File: config.mk
export PLATFORM = sky130hd
export DESIGN_NAME = tiled_grid_to_raster_reorder_top_flat
export DESIGN_NICKNAME = d
export VERILOG_FILES = /design/src/rtl/tgr_pkg.sv /design/src/rtl/tgr_stream_if.sv /design/src/rtl/tiled_grid_to_raster_reorder_top.sv /design/src/rtl/tgr_walk.sv /design/src/rtl/tgr_index.sv /design/src/flat_wrapper.sv
export SDC_FILE = /design/constraint.sdc
export NUM_CORES = 2
export LEC_CHECK = 0
export BUFFER_PORTS_ARGS = -buffer_cell sky130_fd_sc_hd__buf_2
export CORE_UTILIZATION = 26
export CTS_BUF_LIST = sky130_fd_sc_hd__clkbuf_4
export CTS_CLUSTER_SIZE = 12
export DETAILED_ROUTE_END_ITERATION = 12
export GPL_TIMING_DRIVEN = 1
export PLACE_DENSITY_LB_ADDON = 0.1
export SYNTH_ARGS = -nofsm -noshare
export SYNTH_HDL_FRONTEND = slang
export SYNTH_SLANG_ARGS = --single-unit
File: constraint.sdc
create_clock -name clk_i -period 12 [get_ports clk_i]
set_input_delay 1.8 -clock clk_i [delete_from_list [all_inputs] [get_ports clk_i]]
set_output_delay 1.8 -clock clk_i [all_outputs]
set_load 0.005 [all_outputs]
File: src/rtl/tgr_pkg.sv
// ----------------------------------------------------------------------------
// tgr_pkg
// Shared widths and register codes for the tiled grid to raster reorder block.
// ----------------------------------------------------------------------------
`default_nettype none

package tgr_pkg;

  localparam int unsigned WORD_W  = 64;
  localparam int unsigned IDX_W   = 30;
  localparam int unsigned CFG_W   = 11;
  localparam int unsigned CFG_IDX_W = 2;

  typedef enum logic [CFG_IDX_W-1:0] {
    CFG_DIM_X      = 2'd0,
    CFG_DIM_Y      = 2'd1,
    CFG_DIM_Z      = 2'd2,
    CFG_BLOCK_EDGE = 2'd3
  } cfg_idx_e;

endpackage

`default_nettype wire

File: src/rtl/tgr_stream_if.sv
// ----------------------------------------------------------------------------
// tgr_stream_if
// Valid/ready channels: grid words in, indexed words out.
// ----------------------------------------------------------------------------
`default_nettype none

interface tgr_in_if;
  logic                        valid;
  logic                        ready;
  logic [tgr_pkg::WORD_W-1:0]  in_word;

  modport source (output valid, output in_word, input ready);
  modport sink   (input valid, input in_word, output ready);
endinterface

interface tgr_out_if;
  logic                        valid;
  logic                        ready;
  logic [tgr_pkg::IDX_W-1:0]   raster_index;
  logic [tgr_pkg::WORD_W-1:0]  out_word;
  logic                        last_item;

  modport source (output valid, output raster_index, output out_word, output last_item,
                  input ready);
  modport sink   (input valid, input raster_index, input out_word, input last_item,
                  output ready);
endinterface

`default_nettype wire

File: src/rtl/tiled_grid_to_raster_reorder_top.sv
// ----------------------------------------------------------------------------
// tiled_grid_to_raster_reorder_top
// Tags grid words arriving in cubic-tile order with their raster index.
// ----------------------------------------------------------------------------
// Usage:
//   in_i carries one 64-bit grid word per handshake, in tile order (x-tile,
//   y-tile, z-tile outer; x, y, z inside a tile, tiles clipped to the grid).
//   out_o returns the same word with raster_index = x*dy*dz + y*dz + z and
//   last_item set on the final grid point; the walk then starts over.
//   Registers dim_x, dim_y, dim_z and block_edge (index 0..3) are written
//   through cfg_we_i/cfg_idx_i/cfg_data_i while the block is idle; a write
//   restarts the walk. Zero reads as one, values above MAX_DIM as MAX_DIM.
//   An accepted word goes into the point register and then into the result
//   register, where out_o shows it as valid; one word per cycle is sustained
//   while the receiver keeps ready high, set by the point register and the
//   result register around the index multiply-add. A stalled receiver holds
//   the result register; if the point register is empty one more word still
//   enters it before in_i.ready drops. Reset sets all registers to 1, clears
//   the walk and empties both stages.
// ----------------------------------------------------------------------------
`default_nettype none

module tiled_grid_to_raster_reorder_top #(
  parameter int unsigned MAX_DIM = 1024
) (
  input  wire logic                            clk_i,
  input  wire logic                            rst_ni,
  input  wire logic                            cfg_we_i,
  input  wire logic [tgr_pkg::CFG_IDX_W-1:0]   cfg_idx_i,
  input  wire logic [tgr_pkg::CFG_W-1:0]       cfg_data_i,
  tgr_in_if.sink                               in_i,
  tgr_out_if.source                            out_o
);

  localparam int unsigned CW = $clog2(MAX_DIM);
  localparam int unsigned DW = $clog2(MAX_DIM + 1);

  logic [CW-1:0] pt_x, pt_y, pt_z;
  logic [DW-1:0] dim_y, dim_z;
  logic          walk_last;
  logic          step;

  assign step = in_i.valid && in_i.ready;

  tgr_walk #(
    .MAX_DIM (MAX_DIM)
  ) u_walk (
    .clk_i      (clk_i),
    .rst_ni     (rst_ni),
    .cfg_we_i   (cfg_we_i),
    .cfg_idx_i  (cfg_idx_i),
    .cfg_data_i (cfg_data_i),
    .step_i     (step),
    .pt_x_o     (pt_x),
    .pt_y_o     (pt_y),
    .pt_z_o     (pt_z),
    .last_o     (walk_last),
    .dim_y_o    (dim_y),
    .dim_z_o    (dim_z)
  );

  tgr_index #(
    .MAX_DIM (MAX_DIM)
  ) u_index (
    .clk_i          (clk_i),
    .rst_ni         (rst_ni),
    .in_valid_i     (in_i.valid),
    .in_ready_o     (in_i.ready),
    .in_word_i      (in_i.in_word),
    .pt_x_i         (pt_x),
    .pt_y_i         (pt_y),
    .pt_z_i         (pt_z),
    .last_i         (walk_last),
    .dim_y_i        (dim_y),
    .dim_z_i        (dim_z),
    .out_valid_o    (out_o.valid),
    .out_ready_i    (out_o.ready),
    .raster_index_o (out_o.raster_index),
    .out_word_o     (out_o.out_word),
    .last_item_o    (out_o.last_item)
  );

endmodule

`default_nettype wire

File: src/rtl/tgr_walk.sv
// ----------------------------------------------------------------------------
// tgr_walk
// Config registers and the tile-order point counters; advances once per word.
// ----------------------------------------------------------------------------
`default_nettype none

module tgr_walk #(
  parameter int unsigned MAX_DIM = 1024,
  localparam int unsigned CW = $clog2(MAX_DIM),
  localparam int unsigned DW = $clog2(MAX_DIM + 1)
) (
  input  wire logic                            clk_i,
  input  wire logic                            rst_ni,
  input  wire logic                            cfg_we_i,
  input  wire logic [tgr_pkg::CFG_IDX_W-1:0]   cfg_idx_i,
  input  wire logic [tgr_pkg::CFG_W-1:0]       cfg_data_i,
  input  wire logic                            step_i,
  output logic      [CW-1:0]                   pt_x_o,
  output logic      [CW-1:0]                   pt_y_o,
  output logic      [CW-1:0]                   pt_z_o,
  output logic                                 last_o,
  output logic      [DW-1:0]                   dim_y_o,
  output logic      [DW-1:0]                   dim_z_o
);

  localparam int unsigned CMPW = (DW > tgr_pkg::CFG_W) ? DW : tgr_pkg::CFG_W;
  localparam int unsigned EW   = DW + 1;

  // zero reads as one, oversize reads as the maximum
  function automatic logic [DW-1:0] clamp_dim(input logic [tgr_pkg::CFG_W-1:0] v);
    logic [CMPW-1:0] vw;
    vw = CMPW'(v);
    if (vw == '0) begin
      return DW'(1);
    end else if (vw > CMPW'(MAX_DIM)) begin
      return DW'(MAX_DIM);
    end
    return DW'(vw);
  endfunction

  logic [DW-1:0] dx_q, dx_d, dy_q, dy_d, dz_q, dz_d, edge_q, edge_d;
  logic [CW-1:0] tx_q, tx_d, ty_q, ty_d, tz_q, tz_d;
  logic [CW-1:0] px_q, px_d, py_q, py_d, pz_q, pz_d;

  logic [EW-1:0] tx_end, ty_end, tz_end;
  logic [EW-1:0] ex, ey, ez;
  logic [EW-1:0] px_inc, py_inc, pz_inc;
  logic          more_z, more_y, more_x;
  logic          last_tx, last_ty, last_tz, last;

  always_comb begin
    tx_end  = EW'(tx_q) + EW'(edge_q);
    ty_end  = EW'(ty_q) + EW'(edge_q);
    tz_end  = EW'(tz_q) + EW'(edge_q);
    ex      = (tx_end < EW'(dx_q)) ? tx_end : EW'(dx_q);
    ey      = (ty_end < EW'(dy_q)) ? ty_end : EW'(dy_q);
    ez      = (tz_end < EW'(dz_q)) ? tz_end : EW'(dz_q);
    px_inc  = EW'(px_q) + EW'(1);
    py_inc  = EW'(py_q) + EW'(1);
    pz_inc  = EW'(pz_q) + EW'(1);
    more_x  = px_inc < ex;
    more_y  = py_inc < ey;
    more_z  = pz_inc < ez;
    last_tx = tx_end >= EW'(dx_q);
    last_ty = ty_end >= EW'(dy_q);
    last_tz = tz_end >= EW'(dz_q);
    last    = !more_x && !more_y && !more_z && last_tx && last_ty && last_tz;
  end

  always_comb begin
    dx_d   = dx_q;
    dy_d   = dy_q;
    dz_d   = dz_q;
    edge_d = edge_q;
    tx_d   = tx_q;
    ty_d   = ty_q;
    tz_d   = tz_q;
    px_d   = px_q;
    py_d   = py_q;
    pz_d   = pz_q;
    if (cfg_we_i) begin
      case (tgr_pkg::cfg_idx_e'(cfg_idx_i))
        tgr_pkg::CFG_DIM_X:      dx_d   = clamp_dim(cfg_data_i);
        tgr_pkg::CFG_DIM_Y:      dy_d   = clamp_dim(cfg_data_i);
        tgr_pkg::CFG_DIM_Z:      dz_d   = clamp_dim(cfg_data_i);
        tgr_pkg::CFG_BLOCK_EDGE: edge_d = clamp_dim(cfg_data_i);
        default: ;
      endcase
      // a register write restarts the walk
      tx_d = '0;
      ty_d = '0;
      tz_d = '0;
      px_d = '0;
      py_d = '0;
      pz_d = '0;
    end else if (step_i) begin
      if (last) begin
        tx_d = '0;
        ty_d = '0;
        tz_d = '0;
        px_d = '0;
        py_d = '0;
        pz_d = '0;
      end else if (more_z) begin
        pz_d = pz_inc[CW-1:0];
      end else if (more_y) begin
        pz_d = tz_q;
        py_d = py_inc[CW-1:0];
      end else if (more_x) begin
        pz_d = tz_q;
        py_d = ty_q;
        px_d = px_inc[CW-1:0];
      end else begin
        // next tile: z-tile fastest, then y-tile, then x-tile
        if (!last_tz) begin
          tz_d = tz_end[CW-1:0];
        end else begin
          tz_d = '0;
          if (!last_ty) begin
            ty_d = ty_end[CW-1:0];
          end else begin
            ty_d = '0;
            tx_d = last_tx ? '0 : tx_end[CW-1:0];
          end
        end
        px_d = tx_d;
        py_d = ty_d;
        pz_d = tz_d;
      end
    end
  end

  always_ff @(posedge clk_i or negedge rst_ni) begin
    if (!rst_ni) begin
      dx_q   <= DW'(1);
      dy_q   <= DW'(1);
      dz_q   <= DW'(1);
      edge_q <= DW'(1);
      tx_q   <= '0;
      ty_q   <= '0;
      tz_q   <= '0;
      px_q   <= '0;
      py_q   <= '0;
      pz_q   <= '0;
    end else begin
      dx_q   <= dx_d;
      dy_q   <= dy_d;
      dz_q   <= dz_d;
      edge_q <= edge_d;
      tx_q   <= tx_d;
      ty_q   <= ty_d;
      tz_q   <= tz_d;
      px_q   <= px_d;
      py_q   <= py_d;
      pz_q   <= pz_d;
    end
  end

  assign pt_x_o  = px_q;
  assign pt_y_o  = py_q;
  assign pt_z_o  = pz_q;
  assign last_o  = last;
  assign dim_y_o = dy_q;
  assign dim_z_o = dz_q;

endmodule

`default_nettype wire

File: src/rtl/tgr_index.sv
// ----------------------------------------------------------------------------
// tgr_index
// Two-stage datapath: point register, then raster index and result register.
// ----------------------------------------------------------------------------
`default_nettype none

module tgr_index #(
  parameter int unsigned MAX_DIM = 1024,
  localparam int unsigned CW = $clog2(MAX_DIM),
  localparam int unsigned DW = $clog2(MAX_DIM + 1)
) (
  input  wire logic                         clk_i,
  input  wire logic                         rst_ni,
  input  wire logic                         in_valid_i,
  output logic                              in_ready_o,
  input  wire logic [tgr_pkg::WORD_W-1:0]   in_word_i,
  input  wire logic [CW-1:0]                pt_x_i,
  input  wire logic [CW-1:0]                pt_y_i,
  input  wire logic [CW-1:0]                pt_z_i,
  input  wire logic                         last_i,
  input  wire logic [DW-1:0]                dim_y_i,
  input  wire logic [DW-1:0]                dim_z_i,
  output logic                              out_valid_o,
  input  wire logic                         out_ready_i,
  output logic      [tgr_pkg::IDX_W-1:0]    raster_index_o,
  output logic      [tgr_pkg::WORD_W-1:0]   out_word_o,
  output logic                              last_item_o
);

  localparam int unsigned PW = 2 * DW;
  localparam int unsigned SW = CW + PW + 1;

  logic                        s1_v_q, s1_v_d;
  logic [tgr_pkg::WORD_W-1:0]  s1_word_q;
  logic [CW-1:0]               s1_x_q, s1_y_q, s1_z_q;
  logic                        s1_last_q;

  logic                        o_v_q, o_v_d;
  logic [tgr_pkg::IDX_W-1:0]   o_idx_q;
  logic [tgr_pkg::WORD_W-1:0]  o_word_q;
  logic                        o_last_q;

  // user changes plane size only when idle (unchecked); registering is safe
  logic [PW-1:0]               plane_q;
  logic [SW-1:0]               idx_sum;
  logic                        adv_o, adv_s1, in_acc;

  assign adv_o  = !o_v_q || out_ready_i;
  assign adv_s1 = !s1_v_q || adv_o;
  assign in_acc = in_valid_i && adv_s1;

  assign idx_sum = SW'(s1_x_q) * SW'(plane_q)
                 + SW'(s1_y_q) * SW'(dim_z_i)
                 + SW'(s1_z_q);

  always_comb begin
    s1_v_d = s1_v_q;
    o_v_d  = o_v_q;
    if (adv_s1) begin
      s1_v_d = in_valid_i;
    end
    if (adv_o) begin
      o_v_d = s1_v_q;
    end
  end

  always_ff @(posedge clk_i or negedge rst_ni) begin
    if (!rst_ni) begin
      s1_v_q <= 1'b0;
      o_v_q  <= 1'b0;
    end else begin
      s1_v_q <= s1_v_d;
      o_v_q  <= o_v_d;
    end
  end

  always_ff @(posedge clk_i) begin
    plane_q <= PW'(dim_y_i) * PW'(dim_z_i);
    if (in_acc) begin
      s1_word_q <= in_word_i;
      s1_x_q    <= pt_x_i;
      s1_y_q    <= pt_y_i;
      s1_z_q    <= pt_z_i;
      s1_last_q <= last_i;
    end
    if (adv_o && s1_v_q) begin
      o_idx_q  <= idx_sum[tgr_pkg::IDX_W-1:0];
      o_word_q <= s1_word_q;
      o_last_q <= s1_last_q;
    end
  end

  assign in_ready_o     = adv_s1;
  assign out_valid_o    = o_v_q;
  assign raster_index_o = o_idx_q;
  assign out_word_o     = o_word_q;
  assign last_item_o    = o_last_q;

endmodule

`default_nettype wire

File: src/flat_wrapper.sv
// flat-port wrapper written by rule: the top's interface ports become plain ports
module tiled_grid_to_raster_reorder_top_flat 
#(
  parameter int unsigned MAX_DIM = 1024
)
  (clk_i, rst_ni, cfg_we_i, cfg_idx_i, cfg_data_i, in_i_valid, in_i_in_word, in_i_ready, out_o_valid, out_o_raster_index, out_o_out_word, out_o_last_item, out_o_ready);
  tgr_in_if in_i_i ();
  tgr_out_if out_o_i ();
  input  wire logic clk_i;
  input  wire logic rst_ni;
  input  wire logic cfg_we_i;
  input  wire logic [tgr_pkg::CFG_IDX_W-1:0] cfg_idx_i;
  input  wire logic [tgr_pkg::CFG_W-1:0] cfg_data_i;
  input wire logic [$bits(in_i_i.valid)-1:0] in_i_valid;
  input wire logic [$bits(in_i_i.in_word)-1:0] in_i_in_word;
  output wire logic [$bits(in_i_i.ready)-1:0] in_i_ready;
  output wire logic [$bits(out_o_i.valid)-1:0] out_o_valid;
  output wire logic [$bits(out_o_i.raster_index)-1:0] out_o_raster_index;
  output wire logic [$bits(out_o_i.out_word)-1:0] out_o_out_word;
  output wire logic [$bits(out_o_i.last_item)-1:0] out_o_last_item;
  input wire logic [$bits(out_o_i.ready)-1:0] out_o_ready;
  assign in_i_i.valid = in_i_valid;
  assign in_i_i.in_word = in_i_in_word;
  assign in_i_ready = in_i_i.ready;
  assign out_o_valid = out_o_i.valid;
  assign out_o_raster_index = out_o_i.raster_index;
  assign out_o_out_word = out_o_i.out_word;
  assign out_o_last_item = out_o_i.last_item;
  assign out_o_i.ready = out_o_ready;
  tiled_grid_to_raster_reorder_top #(.MAX_DIM(MAX_DIM)) u_core (.clk_i(clk_i), .rst_ni(rst_ni), .cfg_we_i(cfg_we_i), .cfg_idx_i(cfg_idx_i), .cfg_data_i(cfg_data_i), .in_i(in_i_i), .out_o(out_o_i));
endmodule
### Yosys cells after proc, flatten, opt, wreduce, memory -nomap -nowiden

Cells that the tools add are included.

| cells by class | value |
|---|---|
| add/subtract/negate cells | 8 |
| multipliers | 3 |
| magnitude comparators | 10 |
| equality and inequality tests | 6 |
| multiplexer cells | 58 |
| reduce and logical (&&, ||, !) cells | 24 |

Operators with widths:

| kind | number |
|---|---|
| 10-bit 2-to-1 mux | 39 |
| 11-bit 2-to-1 mux | 6 |
| 10-bit by 11-bit adder with 12-bit output | 3 |
| 12-bit by 11-bit greater-or-equal comparator with 1-bit output | 3 |
| 11-bit by 12-bit < comparator with 1-bit output | 3 |
| 12-bit by 11-bit < comparator with 1-bit output | 3 |
| 12-bit 2-to-1 mux | 3 |
| 10-bit by 1-bit adder with 11-bit output (second input constant) | 3 |
| 30-bit by 10-bit adder with 30-bit output | 1 |
| 30-bit by 21-bit adder with 30-bit output | 1 |
| 10-bit by 22-bit multiplier with 30-bit output | 1 |
| 11-bit by 11-bit multiplier with 22-bit output | 1 |
| 10-bit by 11-bit multiplier with 21-bit output | 1 |
| 11-bit greater-than comparator (second input constant) | 1 |
| 11-bit zero test | 1 |
| 1-bit 2-to-1 mux | 10 |
| 2-bit AND reduction | 5 |
| 3-bit inequality test (second input constant) | 3 |
| 1-bit logical AND | 7 |
| 1-bit zero test | 5 |
| 2-bit == test (second input constant) | 2 |
| 4-bit AND reduction | 1 |
| 3-bit AND reduction | 1 |
| 2-bit by 1-bit == test with 1-bit output (second input constant) | 1 |
| 3 further kinds | 4 |

| storage, ports and cells | value |
|---|---|
| flip-flop bits (word level) | 318 |
| input port bits | 82 |
| output and inout port bits | 97 |
| logic and storage cells | 130 |

### Logic depth before layout (Yosys ltp)

| logic depth | value |
|---|---|
| word-level depth | 13 |
| gate-level depth with buffers | 32 |
| gate-level depth less buffers | 29 |

### Hierarchy

From an unflattened synthesis, not the netlist that was laid out.

| unflattened totals | value |
|---|---|
| cells, all modules | 2996 |
| area total of the unflattened synthesis | 30391.6 um2 |

Modules (own cells, without submodules):

| module | instances | cells an instance | area an instance (um2) | sequential area each (um2) |
|---|---|---|---|---|
| tgr_index | 1 | 2003 | 21833.4 | 6195.9 |
| tgr_walk | 1 | 992 | 8552.0 | 2607.5 |
| tiled_grid_to_raster_reorder_top | 1 | 1 | 6.3 | 0.0 |

### Worst setup path before layout

OpenSTA, ideal clock, no wires.

| timing | value |
|---|---|
| kind | reg2reg |
| start | register u_core.u_walk.dz_q[7] (netlist: u_core.u_walk.dim_z_o[7]) |
| end | register u_core.u_index.o_idx_q (netlist bit u_core.u_index.raster_index_o[28]) (data pin) |
| setup time | 0.262 ns |
| data arrival time | 6.257 ns |
| data required time | 11.738 ns |
| path slack | 5.481 ns |
| stages on the path, launching flop included | 26 |
| period minus slack after synthesis | 6.519 ns |
| path through | dfrtp_1 clkbuf_1 nand2_1 fa_1 inv_1 fa_1 inv_1 fa_1 inv_1 fa_1 inv_1 fa_1 inv_1 fa_1 inv_1 fa_1 inv_1 ha_1 a21oi_1 o211ai_1 o21a_1 o21a_1 a41o_1 a211oi_1 a21oi_1 xor2_1 |

| on the way | value |
|---|---|
| word-level cells in the longest chain between the ends | 3 |

Ends and longest elaborated chain:

| element | line | text |
|---|---|---|
| start: declaration | tgr_walk.sv:41 | `logic [DW-1:0] dx_q, dx_d, dy_q, dy_d, dz_q, dz_d, edge_q, edge_d;` |
| start signal: assignment | tgr_walk.sv:148 | `dz_q <= dz_d;` |
| 10-bit by 11-bit multiplier with 21-bit output | tgr_index.sv:53 | `+ SW'(s1_y_q) * SW'(dim_z_i)` |
| 30-bit by 21-bit adder with 30-bit output | tgr_index.sv:53 |  |
| 30-bit by 10-bit adder with 30-bit output | tgr_index.sv:54 | `+ SW'(s1_z_q);` |
| via u_core.u_index.idx_sum[28] | tgr_index.sv:45 | `logic [SW-1:0] idx_sum;` |
| end signal: assignment | tgr_index.sv:87 | `o_idx_q <= idx_sum[tgr_pkg::IDX_W-1:0];` |
| end: declaration | tgr_index.sv:39 | `logic [tgr_pkg::IDX_W-1:0] o_idx_q;` |

The timed path passes the listed nets, and every way through them passes these cells.
A chain may end at the register's enable or synchronous reset.

### Worst setup path after layout

| timing | value |
|---|---|
| start | register u_core.u_index.s1_x_q[5] |
| end | register u_core.u_index.o_idx_q (netlist bit u_core.u_index.raster_index_o[29]) (data pin) |

| on the way | value |
|---|---|
| word-level cells in the longest chain between the ends | 3 |

Ends and longest elaborated chain:

| element | line | text |
|---|---|---|
| start: declaration | tgr_index.sv:35 | `logic [CW-1:0] s1_x_q, s1_y_q, s1_z_q;` |
| start signal: assignment | tgr_index.sv:81 | `s1_x_q <= pt_x_i;` |
| 10-bit by 22-bit multiplier with 30-bit output | tgr_index.sv:52 | `assign idx_sum = SW'(s1_x_q) * SW'(plane_q)` |
| 30-bit by 21-bit adder with 30-bit output | tgr_index.sv:53 |  |
| 30-bit by 10-bit adder with 30-bit output | tgr_index.sv:54 |  |
| via u_core.u_index.idx_sum[29] | tgr_index.sv:45 |  |

The timed path passes the listed nets, and every way through them passes these cells.

==> results.md <==
Run status:
- The run finished, with violations left.
- The final reports fail on design-rule violations.

Synth:
- Ranked by total cell area, the synthesized netlist is headed by sky130_fd_sc_hd__fa_1 (24%), sky130_fd_sc_hd__edfxtp_1 (19%), sky130_fd_sc_hd__ha_1 (12%).
- The fraction of synthesis flops using an asynchronous set or reset pin is 33.3%.
- The cell type with the highest aggregate area in the netlist is sky130_fd_sc_hd__fa_1.
- Sequential cells were found to cover 29.2% of the synthesized design area.
- The cell area that synthesis handed to floorplanning was 0.0301 mm².
- The cell count after synthesis came out at 2984.
- The average size of a mapped cell is 10.1 µm².
- The count of flip-flops with a built-in enable after synthesis is 190.
- Synthesis instantiated 88 different standard cells from the library.
- The number of warning messages in the yosys log is 0.
- The flip-flop and latch count after synthesis is 318.
- The number of nets in the synthesized netlist is 3721.
- The most used flip-flop cell after synthesis is sky130_fd_sc_hd__edfxtp_1.
- In this run the biggest area consumer among cell types represents 23.9% of the synthesized area.

Routing:
- The first detailed-routing pass took 11 iterations.
- The initial DRC count is 940.
- After detailed routing, the number of vias per cell comes to 4.42.
- The average routed wire per standard cell is 18.4 µm.
- In the routed design, unresolved DRC markers number 42.
- The total via count after detailed routing is 21039.
- The final wirelength is 87.3 mm.
- The count of nets left with antenna violations once routing finished came out at 0.

Final layout:
- The finished layout cell area is 0.0339 mm².
- The share of cells above drive strength 1 is 12.5%.
- The area added between synthesis and finish is 12.4%.
- The number of nets in the finished design is 3904.

STA:
- In the post-route analysis, the smallest setup slack over all paths is 4.26 ns.
- The tightest hold margin is 0.413 ns.
- The total of endpoints with negative setup slack in the final report is 0.
- For the pin with the worst max-slew slack, the measured transition is 1.14 ns.
- The final-report max-slew violation count was 0.
- The final hold violation count is 0.
- The fmax is 129 MHz.
- For the final database, setup skew stands at 0.113 ns.
- After routing, the total negative slack on setup checks comes to 0 ns.
- Subtracting the final worst setup slack from the clock period gives 7.74 ns.
- Setup repair after global routing left no endpoint under its margin.
- In this run the tightest slew margin relative to its limit is 23.8%.
- The worst path uses 64.5% of the clock period.

Place:
- The HPWL after detailed placement is 68.5 mm.
- The post-place setup slack is 4.13 ns.
- The number of buffers inserted by port buffering is 178.
- The placer's final routability congestion estimate is 0.788.
- The instance area at placement is 0.0326 mm².

Die:
- The core region is 0.115 mm².
- The count of standard-cell rows is 124.
- The die is 342 µm tall.
- The boundary pin count is 179.
- The area of the die is 0.117 mm².
- The starting density of the core is 26.3%.
- The floorplan die width is 342 µm.

Setup path:
- For the worst flop-to-flop path, the logic depth is 22.
- Among the stages of the critical path, the cell type that occurs most often is sky130_fd_sc_hd__fa_1.
- The largest single stage delay on the critical path is 0.99 ns.
- STA classifies the critical path endpoint as a register.
- The startpoint identified for the worst register-to-register timing path is u_core.u_index.s1_x_q[5].
- The worst flop-to-flop path endpoint is u_core.u_index.raster_index_o[29].
- For this design, the slowest cell found on the critical path is sky130_fd_sc_hd__edfxtp_1.
- The largest fanout of any net on the critical path is 22.
- The data arrival at the endpoint of the critical path is 8.33 ns.
- Setup slack on the worst reg-to-reg path comes out at 4.26 ns.
- The required time of the critical path is 12.59 ns.
- The termination of the worst setup path is u_core.u_index.raster_index_o[29].
- The worst setup path is launched from a register.
- In this run the worst setup path begins at u_core.u_index.s1_x_q[5].
- The critical path start-end classification is reg -> reg.
- The critical path goes through nand2_1, fa_1, inv_1, fa_1, inv_1, fa_1, inv_1, fa_1, fa_1, fa_1, inv_1, fa_1, inv_1, ha_1, a2111oi_0, o21ai_0, buf_4, a31oi_1, o21ai_0, o41a_1, mux2i_1, nand4_1.

CTS:
- The CTS buffer count is 95.
- For this design, the CTS-stage hold fixing added 0 buffers.
- The maximum buffer depth of the clock tree is 3.
- TritonCTS built the clock tree.
- In this run the number of H-tree levels came out at 3.
- The library cell used as clock root buffer is sky130_fd_sc_hd__clkbuf_4.
- Once the clock tree was built, the resizer swapped 0 gates to a different size.
- After clock tree synthesis, the clock-pin slew on the worst setup and hold paths is 0.07 ns.
- The clock reaches the later pin of the worst-skew pair after 0.95 ns.
- The setup fix buffers added after clock tree synthesis is 0.
- The sink count of the clock tree is 318.

Global routing:
- For this run the aggregate overflow at the end of global routing stands at 0.
- The initial antenna violation count was 7.
- Entering global routing, the biggest net connects 65 pins.
- The via count of the first global-routing pass came to 22735.
- The first global-routing pass estimated 137 mm of wire.
- Global routing used 15.4% of the available tracks.

Pwr:
- Across the VDD grid, the largest voltage drop is 280 µV.
- Dividing total power by cell area gives a power density of 310 mW/mm².
- For this design the static power due to leakage is 0.0161 µW.

Hold path:
- The class of the tightest hold or removal check is reg -> reg.

Job:
- Across the run, the number of max-cap violations was 0.
-- synth_stat cells, types with 27 or more instances --
| master | count |
|---|---|
| sky130_fd_sc_hd__nor2_1 | 153 |
| sky130_fd_sc_hd__dfrtp_1 | 102 |
| sky130_fd_sc_hd__nand3_1 | 47 |
| sky130_fd_sc_hd__inv_1 | 489 |
| sky130_fd_sc_hd__a21oi_1 | 105 |
| sky130_fd_sc_hd__clkbuf_1 | 101 |
| sky130_fd_sc_hd__fa_1 | 359 |
| sky130_fd_sc_hd__ha_1 | 296 |
| sky130_fd_sc_hd__and2_1 | 201 |
| sky130_fd_sc_hd__xnor2_1 | 64 |
| sky130_fd_sc_hd__o21ai_0 | 103 |
| sky130_fd_sc_hd__edfxtp_1 | 190 |
| sky130_fd_sc_hd__nor3_1 | 27 |
| sky130_fd_sc_hd__xor2_1 | 32 |
| sky130_fd_sc_hd__nand2_1 | 311 |
| sky130_fd_sc_hd__a21o_1 | 37 |
| sky130_fd_sc_hd__and3_1 | 40 |
-- per-stage QoR --
step                      instances  total power [µW]  util [%]
after floorplan                2984              7510         -
after global placement         4582              9620      28.4
after detailed placement       4582              9610      28.4
after CTS                      4753             10800      29.5
after global routing           4754             11900      29.5
final                          4755             10500      29.5
-- kinds of logic after synthesis --
group                      count (synthesis)  share of synthesized area (%)
muxes                                     25                          0.847
and+or+nand+nor                          890                           14.7
adders and majority gates                655                           36.2
DFF                                      318                           29.2
AOI/OAI and AO/OA                        389                           8.47
buffers and inverters                    611                           7.77
xor gates and xnor gates                  96                           2.79
-- critical path: cells and delay by family (launching register included) --
family	cells	cell delay (ns)
and+or+nand+nor	2	0.27
adders and majority gates	8	3.86
buffers and inverters	6	0.44
AOI/OAI and AO/OA	5	1.63
DFF	1	0.99
muxes	1	0.17
-- power breakdown --
part	leakage, µW	total (µW)	internal (µW)	switching (µW)
registers	0.00343	1960	1650	304
logic	0.0119	7440	3080	4360
clock network	0.000738	1090	550	542
-- worst min-delay path by stage --
stage / start / end / slack [ns] / depth (start not counted)
after floorplan: u_core.u_index.s1_last_q / u_core.u_index.last_item_o / 0.40 / 0
after global placement: u_core.u_index.s1_word_q[7] / u_core.u_index.out_word_o[7] / 0.40 / 0
after detailed placement: u_core.u_index.s1_word_q[18] / u_core.u_index.out_word_o[18] / 0.40 / 0
after CTS: u_core.u_index.s1_word_q[29] / u_core.u_index.out_word_o[29] / 0.40 / 0
after global routing: u_core.u_index.s1_word_q[29] / u_core.u_index.out_word_o[29] / 0.38 / 0
final: u_core.u_index.s1_word_q[33] / u_core.u_index.out_word_o[33] / 0.41 / 0
-- layout make-up --
type,instances,area (µm²)
clock inverter,29,174
fill,12209,80800
multi-input combinational,2055,19000
clock buffer,142,1070
timing repair buffer,201,1070
tap,1512,1890
antenna,2,5.00
inverter,496,1860
sequential,318,8800
-- layer usage --
layer / track usage, % / share of wire (%) / up-vias
met5: 0 / 0.0092 / -
met4: 4.35 / 2.1 / 2
met3: 2.50 / 4.1 / 90
met2: 24.3 / 44 / 367
met1: 21.5 / 49 / 10455
li1: - / - / 10125
-- placed cells by master, fill, tap and decap left out, types with 105 or more instances in the layout --
master,n
sky130_fd_sc_hd__a21oi_1,105
sky130_fd_sc_hd__ha_1,296
sky130_fd_sc_hd__clkbuf_4,142
sky130_fd_sc_hd__and2_1,200
sky130_fd_sc_hd__fa_1,359
sky130_fd_sc_hd__nor2_1,153
sky130_fd_sc_hd__edfxtp_1,190
sky130_fd_sc_hd__buf_2,177
sky130_fd_sc_hd__nand2_1,311
sky130_fd_sc_hd__inv_1,488
-- flip-flops by register name, indices dropped and copies added (netlist names), 11 cells and up --
signal,flops
u_core.u_index.out_word_o,64
u_core.u_walk.dx_q,11
u_core.u_index.raster_index_o,30
u_core.u_walk.dim_y_o,11
u_core.u_index.plane_q,22
u_core.u_walk.dim_z_o,11
u_core.u_walk.edge_q,11
u_core.u_index.s1_word_q,64
No activity file was read; power rests on OpenSTA's default activity.
